$ cat config.mk
export PLATFORM = sky130hd
export DESIGN_NAME = psg_scale
export DESIGN_NICKNAME = d
export VERILOG_FILES = /design/src/rtl/psg_pkg.sv /design/src/rtl/psg_scale.sv
export SDC_FILE = /design/constraint.sdc
export NUM_CORES = 2
export LEC_CHECK = 0
export BUFFER_PORTS_ARGS = -buffer_cell sky130_fd_sc_hd__buf_2
export CORE_MARGIN = 2
export CORE_UTILIZATION = 45
export CTS_CLUSTER_SIZE = 16
export DETAILED_ROUTE_END_ITERATION = 10
export PLACE_DENSITY = 0.71
export SYNTH_ARGS = -nofsm -noshare
export SYNTH_HDL_FRONTEND = slang
export SYNTH_SLANG_ARGS = --single-unit
export TNS_END_PERCENT = 5
$ cat constraint.sdc
create_clock -name clock -period 10 [get_ports clock]
set_input_delay 0.5 -clock clock [delete_from_list [all_inputs] [get_ports clock]]
set_output_delay 0.5 -clock clock [all_outputs]
set_load 0.05 [all_outputs]
$ cat src/rtl/psg_pkg.sv
// Package for the periodic staggered gradient unit: widths, register
// indexes, component codes and size clamping. No dependencies.
package psg_pkg;
   localparam int DEF_MAX_X = 64;
   localparam int DEF_MAX_Y = 64;
   localparam int DEF_MAX_Z = 64;
   localparam int DEF_SAMPLE_BITS = 32;
   localparam int SIZE_W = 7;
   localparam int STEP_W = 24;
   localparam int GRAD_W = 32;
   localparam int COMP_W = 2;
   localparam int CSR_IDX_W = 3;
   localparam int CSR_DATA_W = 32;

   localparam logic [CSR_IDX_W-1:0] REG_SIZE_X = 3'd0;
   localparam logic [CSR_IDX_W-1:0] REG_SIZE_Y = 3'd1;
   localparam logic [CSR_IDX_W-1:0] REG_SIZE_Z = 3'd2;
   localparam logic [CSR_IDX_W-1:0] REG_STEP_X = 3'd3;
   localparam logic [CSR_IDX_W-1:0] REG_STEP_Y = 3'd4;
   localparam logic [CSR_IDX_W-1:0] REG_STEP_Z = 3'd5;

   localparam logic [COMP_W-1:0] COMP_X = 2'd0;
   localparam logic [COMP_W-1:0] COMP_Y = 2'd1;
   localparam logic [COMP_W-1:0] COMP_Z = 2'd2;

   // one pending result of the job list
   typedef struct packed {
      logic [COMP_W-1:0] comp;
      logic [SIZE_W-1:0] fx;
      logic [SIZE_W-1:0] fy;
      logic [SIZE_W-1:0] fz;
      logic              last;
      logic              done;
   } tag_type;

   function automatic logic [SIZE_W-1:0] clamp_size(input logic [SIZE_W-1:0] raw,
                                                    input logic [SIZE_W-1:0] lim);
      logic [SIZE_W-1:0] r;
      begin
         r = raw;
         if (raw == '0) r = SIZE_W'(1);
         else if (raw > lim) r = lim;
         return r;
      end
   endfunction
endpackage

$ cat src/rtl/psg_scale.sv
// Scaling pipeline: difference, magnitude times reciprocal spacing,
// rounding and saturation. Uses psg_pkg. Three stages with stall.
module psg_scale
   import psg_pkg::*;
#(
   parameter int SAMPLE_BITS = DEF_SAMPLE_BITS
) (
   input  logic                   clock,
   input  logic                   reset,
   input  logic                   in_valid,
   output logic                   in_ready,
   input  logic [SAMPLE_BITS-1:0] in_a,
   input  logic [SAMPLE_BITS-1:0] in_b,
   input  logic [STEP_W-1:0]      in_step,
   input  tag_type                in_tag,
   output logic                   out_valid,
   input  logic                   out_ready,
   output logic [GRAD_W-1:0]      out_grad,
   output tag_type                out_tag
);
   localparam int DW = SAMPLE_BITS + 1;
   localparam int PW = DW + STEP_W;

   logic v1_ff, v2_ff, v3_ff;
   logic [DW-1:0] mag1_ff;
   logic neg1_ff, neg2_ff;
   logic [STEP_W-1:0] step1_ff;
   tag_type tag1_ff, tag2_ff, tag3_ff;
   logic [PW-1:0] prod2_ff;
   logic [GRAD_W-1:0] grad3_ff;
   logic adv1, adv2, adv3;
   logic [DW-1:0] diff_in;
   logic [PW-1:0] q_in;
   logic [PW-1:0] pos_lim;
   logic [GRAD_W-1:0] grad_in;
   logic [SAMPLE_BITS-1:0] sat_in;

   assign adv3 = !v3_ff || out_ready;
   assign adv2 = !v2_ff || adv3;
   assign adv1 = !v1_ff || adv2;
   assign in_ready = adv1;

   assign diff_in = {in_a[SAMPLE_BITS-1], in_a} - {in_b[SAMPLE_BITS-1], in_b};

   always_comb begin
      pos_lim = PW'({1'b0, {(SAMPLE_BITS-1){1'b1}}});
      q_in = (prod2_ff + PW'(32'h8000)) >> 16;
      if (neg2_ff) begin
         if (q_in > pos_lim + PW'(1)) q_in = pos_lim + PW'(1);
         sat_in = SAMPLE_BITS'(PW'(0) - q_in);
      end else begin
         if (q_in > pos_lim) q_in = pos_lim;
         sat_in = SAMPLE_BITS'(q_in);
      end
      grad_in = GRAD_W'(signed'(sat_in));
   end

   always_ff @(posedge clock) begin
      if (reset) begin
         v1_ff <= 1'b0;
         v2_ff <= 1'b0;
         v3_ff <= 1'b0;
      end else begin
         if (adv1) v1_ff <= in_valid;
         if (adv2) v2_ff <= v1_ff;
         if (adv3) v3_ff <= v2_ff;
      end
      if (adv1) begin
         neg1_ff  <= diff_in[DW-1];
         mag1_ff  <= diff_in[DW-1] ? DW'(0) - diff_in : diff_in;
         step1_ff <= in_step;
         tag1_ff  <= in_tag;
      end
      if (adv2) begin
         neg2_ff  <= neg1_ff;
         prod2_ff <= PW'(mag1_ff) * PW'(step1_ff);
         tag2_ff  <= tag1_ff;
      end
      if (adv3) begin
         grad3_ff <= grad_in;
         tag3_ff  <= tag2_ff;
      end
   end

   assign out_valid = v3_ff;
   assign out_grad  = grad3_ff;
   assign out_tag   = tag3_ff;

`ifndef SYNTHESIS
   a_hold: assert property (@(posedge clock) disable iff (reset)
      v3_ff && !out_ready |=> v3_ff && $stable(grad3_ff))
      else $error("result dropped under stall");
   a_zero: assert property (@(posedge clock) disable iff (reset)
      adv2 && v1_ff && step1_ff == '0 |=> prod2_ff == '0)
      else $error("zero spacing gave nonzero product");
   a_fill: assert property (@(posedge clock) disable iff (reset)
      in_valid && in_ready |=> v1_ff)
      else $error("accepted job lost");
`endif
endmodule

Word level (Yosys, flattened, before mapping). Index checks and enable logic that the tools add are counted.

$add $sub $neg: 4. Multipliers: 1. Reduce and logical (&&, ||, !) cells: 6. Multiplexer cells: 5. Order comparisons: 2.

Operators by type and width (count): 32-bit 2-to-1 mux (5); 57-bit by 16-bit adder with 57-bit output, second input constant (1); 33-bit by 24-bit multiplier with 57-bit output (1); 41-bit by 31-bit > comparator with 1-bit output, second input constant (1); 41-bit by 32-bit > comparator with 1-bit output, second input constant (1); 1-bit by 33-bit subtractor with 33-bit output, first input constant (1); 32-bit by 32-bit subtractor with 33-bit output (1); 1-bit by 32-bit subtractor with 32-bit output, first input constant (1); 1-bit logical NOT (3); 1-bit logical OR (3).

Input port bits: 117. Bits in registers: 226. Word-level logic and storage cells: 46.

Depth between registers and ports, before layout.
Word-level depth: 6. Mapped depth: 28. Mapped depth without buffers: 26.

Worst setup path before layout. Ideal clock, no wire load.

Kind: register -> register. Start point: register step1_ff[5]. End point: register prod2_ff[56] (data pin). Path buffers: 2. Data arrival time: 7.091 ns. Cell stages (with the launch flop): 26. Slack: 2.751 ns. Clock period less this slack: 7.249 ns. Required time: 9.842 ns. Library setup time: 0.158 ns. Path through: edfxtp_1 clkbuf_1 nand2_1 fa_1 inv_1 fa_1 inv_1 fa_1 inv_1 fa_1 fa_1 fa_1 fa_1 ha_1 clkbuf_1 a21oi_1 inv_1 a21oi_1 o211ai_1 a21oi_1 o31a_1 o21ai_0 a2111oi_0 nor2_1 a2111o_1 o211ai_1.

Cells in the longest elaborated chain, start to end: 1.

RTL lines: from (decl) (line psg_scale.sv:27) `logic [STEP_W-1:0] step1_ff;`; from (signal assigned) (line psg_scale.sv:71) `step1_ff <= in_step;`; 33-bit by 24-bit multiplier with 57-bit output (line psg_scale.sv:76) `prod2_ff <= PW'(mag1_ff) * PW'(step1_ff);`; to (signal assigned) (line psg_scale.sv:76); to (decl) (line psg_scale.sv:29) `logic [PW-1:0] prod2_ff;`.

No other way between the ends. A chain may end at the register's enable or synchronous reset.

Final worst setup path.
Start point: register step1_ff[2]. End point: register prod2_ff[56] (data pin).

The elaborated chain is that of the path after synthesis.

==> impl_summary.log <==
INFO  metric placement_rows = 103
INFO  metric track_usage = 21.43%
INFO  metric setup-violations-final = 0
INFO  metric finClkSkew = roughly 0.044 ns
INFO  metric wl_per_cell = 17.56 µm
INFO  metric tritoncts_clock_tree = built
INFO  metric post_cts_setup_buffers = 0
INFO  metric timing_worst_setup_path_type = flop to flop
INFO  metric tns_setup = 0 ns
INFO  metric via_count_of_the_first_global_routing_pass = 26738
INFO  metric route.vias.total = 25735
INFO  metric timing_max_transition_violations_final = 0
INFO  metric layout_commonest_cell = sky130_fd_sc_hd__inv_1
INFO  metric fin_crit = 8.646 ns
INFO  metric dieHeight = 286.7 µm
INFO  metric drt_first_iter_violations = between 1500 and 2000
INFO  metric crit_path_max_fanout = 33
INFO  metric areaGrowthSynthToFinish = 7.625%
INFO  metric min_from = in_step[7]
INFO  metric synth-warning-count = 0
INFO  metric async_reset_ff_share = 0%
INFO  metric timing.critical_path.slowest_cell_delay = 1.16 ns
INFO  metric gr-total-overflow = 0
INFO  metric numClockSinks = 211
INFO  metric initial_core_util = 45.53%
INFO  metric cts-root-to-sink-buffers = 3
INFO  metric drive_above_1_share = 7.748%
INFO  metric htree_levels = 1
INFO  metric multi_input_gate_area_in_the_final_layout = ~26000 µm²
INFO  metric number_of_search_and_repair_iterations_in_the_first_detailed_routing_pass = 6
INFO  metric grt_antenna_before_repair = 2
INFO  metric max-slew-margin-rel = about an eighth
INFO  metric final_cell_mix = sky130_fd_sc_hd__inv_1 (757), sky130_fd_sc_hd__fa_1 (680), sky130_fd_sc_hd__nand2_1 (481)
INFO  metric die_area = 82210 µm²
INFO  metric core-area = 79000 µm²
INFO  metric min_period_over_period = approximately 86%
INFO  metric maximum_number_of_pins_on_one_net_before_global_route_repair = 69
INFO  metric yosys.cell_types.count = 78
INFO  metric syn_area_per_cell = 9.518 µm²
INFO  metric synth_top_flop_cell = sky130_fd_sc_hd__edfxtp_1
INFO  metric worstSetupStartpointType = flop
INFO  metric finish.net_count = between 4000 and 5000
INFO  metric cts_made_buffers = 26
INFO  metric detail_route.wirelength = 86430 µm
INFO  metric synth-seq-cells = 211
INFO  metric syn_inst = roughly 3800
INFO  metric min-delay-path-class = primary input to flop
INFO  metric synth_area = 35970 µm²
INFO  metric die_width = around 290 µm
INFO  metric antenna_violating_nets_post_route = 0
INFO  metric synth_nets = roughly 4800
INFO  metric place_inst = 4875
INFO  metric rsz0062_at_grt = false
INFO  metric critPathBufInv = 4
INFO  metric cp_data_arrival_time = 9.04 ns
INFO  metric cp.required = 10.39 ns
INFO  metric cts_resized = 0
INFO  metric register_area = 6306 µm²
INFO  metric placement.cell_area = 37880 µm²
INFO  metric number_of_top_level_pins = 176
INFO  metric worst_path_dominant_cell_family = adder cells
INFO  metric cap_viol_max_count = 0
INFO  metric synth_enable_flop_cells = 208
INFO  metric slowest_stage = sky130_fd_sc_hd__edfxtp_1
INFO  metric first_pass_grt_wire_length = 140400 µm
INFO  metric transition_time_of_the_tightest_slew_check_pin = 1.311 ns
INFO  metric status = finished, final reports clean
INFO  metric design_area = around 39000 µm²
INFO  metric cts_hold_buf = 0
INFO  metric worst_path_most_repeated_cell = sky130_fd_sc_hd__fa_1
INFO  metric n_antenna_cell = 0
INFO  metric crit-reg2reg-launch = step1_ff[2]
INFO  metric hold_viol_final = 0
INFO  metric final-instance-count-excl-fill = 4922
INFO  metric clock_latency = 0.59 ns
INFO  metric numPortBuffers = 175
INFO  metric dp_hpwl = 67460 µm
INFO  metric fillerInstances = about 7300
INFO  metric clock.fmax = ~0.12 GHz
INFO  metric crit_chain = and2_1 > fa_1 > fa_1 > inv_1 > fa_1 > fa_1 > inv_1 > fa_1 > fa_1 > inv_1 > fa_1 > inv_1 > ha_1 > nand2_1 > nor2_1 > a21oi_1 > o211ai_1 > a21oi_1 > o31a_1 > o21ai_0 > a2111oi_0 > nor2_1 > a2111o_1 > o211ai_1
INFO  metric critical_path.startpoint = step1_ff[2]
INFO  metric cts.reportedPaths.clkPinSlew = 0.06 ns
INFO  metric rd_place_congestion = just under 0.9
INFO  metric setup.worst_path.end_class = flop
INFO  metric avgViaCountPerCell = between 5 and 6
INFO  metric total_drc_errors_in_the_routed_layout = 0
INFO  metric synth_seq_area_share = 17.53%
INFO  metric ctsRootBufferMaster = sky130_fd_sc_hd__clkbuf_16
area by class of cell:
type	instances	area share [%]
clock buffer	28	1.700
clock inverter	19	0.4557
inverter	759	7.359
multi-input combinational	2626	67.49
sequential	211	16.29
tap	1050	3.394
timing repair buffer	229	3.310
metal layers:
layer | GRT usage [%] | vias to the layer above | wire length, µm | part of all wire [%]
li1 | - | 11824 | - | -
met1 | 29.81 | 12738 | 37640 | 44
met2 | 34.73 | 1015 | 39390 | 46
met3 | 3.990 | 156 | 7215 | 8.3
met4 | 5.209 | 2 | 2178 | 2.5
met5 | 0 | - | 13 | 0.015
path summary, 6_finish.rpt:
path / endpoint / slack (ns) / cells after the start
setup / recovery: prod2_ff[56] / 1.35 / 24
hold / removal: step1_ff[7] / 0.08 / 1
setup reg to reg: prod2_ff[56] / 1.35 / 24
hold reg to reg: tag2_ff[14] / 0.41 / 0
cells in the mapped netlist, types with 10 or more instances:
cell type	number	area, µm²
sky130_fd_sc_hd__nor3_1	28	140.1
sky130_fd_sc_hd__or3_1	11	68.82
sky130_fd_sc_hd__and3_1	24	150.1
sky130_fd_sc_hd__nand2b_1	16	100.1
sky130_fd_sc_hd__fa_1	680	13610
sky130_fd_sc_hd__xor2_1	49	429.2
sky130_fd_sc_hd__ha_1	214	2678
sky130_fd_sc_hd__nand2_1	482	1809
sky130_fd_sc_hd__o21ai_0	83	415.4
sky130_fd_sc_hd__nor2_1	96	360.4
sky130_fd_sc_hd__nor2b_1	13	81.33
sky130_fd_sc_hd__a31oi_1	14	87.58
sky130_fd_sc_hd__a21o_1	36	270.3
sky130_fd_sc_hd__xnor2_1	82	718.2
sky130_fd_sc_hd__a211oi_1	10	75.07
sky130_fd_sc_hd__inv_1	759	2849
sky130_fd_sc_hd__o31ai_1	17	127.6
sky130_fd_sc_hd__o21a_1	11	82.58
sky130_fd_sc_hd__o211ai_1	10	75.07
sky130_fd_sc_hd__a21oi_1	109	545.5
sky130_fd_sc_hd__a22oi_1	15	112.6
sky130_fd_sc_hd__edfxtp_1	208	6246
sky130_fd_sc_hd__nand3_1	41	205.2
sky130_fd_sc_hd__and2_1	423	2646
sky130_fd_sc_hd__clkbuf_1	174	653.1
sky130_fd_sc_hd__nand4_1	33	206.5
metrics by stage:
step	utilization, %	hold WS [ns]	worst slack (ns)
floorplan	-	0.4003	2.751
global placement	47.95	0.4007	1.691
detailed placement	47.95	0.4045	1.474
CTS	49.00	0.05556	1.393
global route	49.00	0.07356	0.8811
finish	49.00	0.08207	1.354
cells by family after synthesis:
logic type / Yosys count / share of synthesized area [%]
AO/OA/AOI/OAI: 373 / 6.654
XOR/XNOR: 131 / 3.190
adder cells (fa/ha/maj): 894 / 45.29
buffers and inverters: 942 / 9.851
flip-flops: 211 / 17.53
multiplexers: 8 / 0.2400
AND/OR/NAND/NOR: 1220 / 17.24
state kept, by name, summed over array words and instances (netlist names):
name,flops
v1_ff,1
out_tag,25
mag1_ff,33
v2_ff,1
tag2_ff,25
out_grad,32
tag1_ff,25
neg2_ff,1
neg1_ff,1
out_valid,1
prod2_ff,42
step1_ff,24
Power is left out: the tool's default activity adds up to more than one toggle a clock period on the data nets, which glitch-free logic cannot reach.
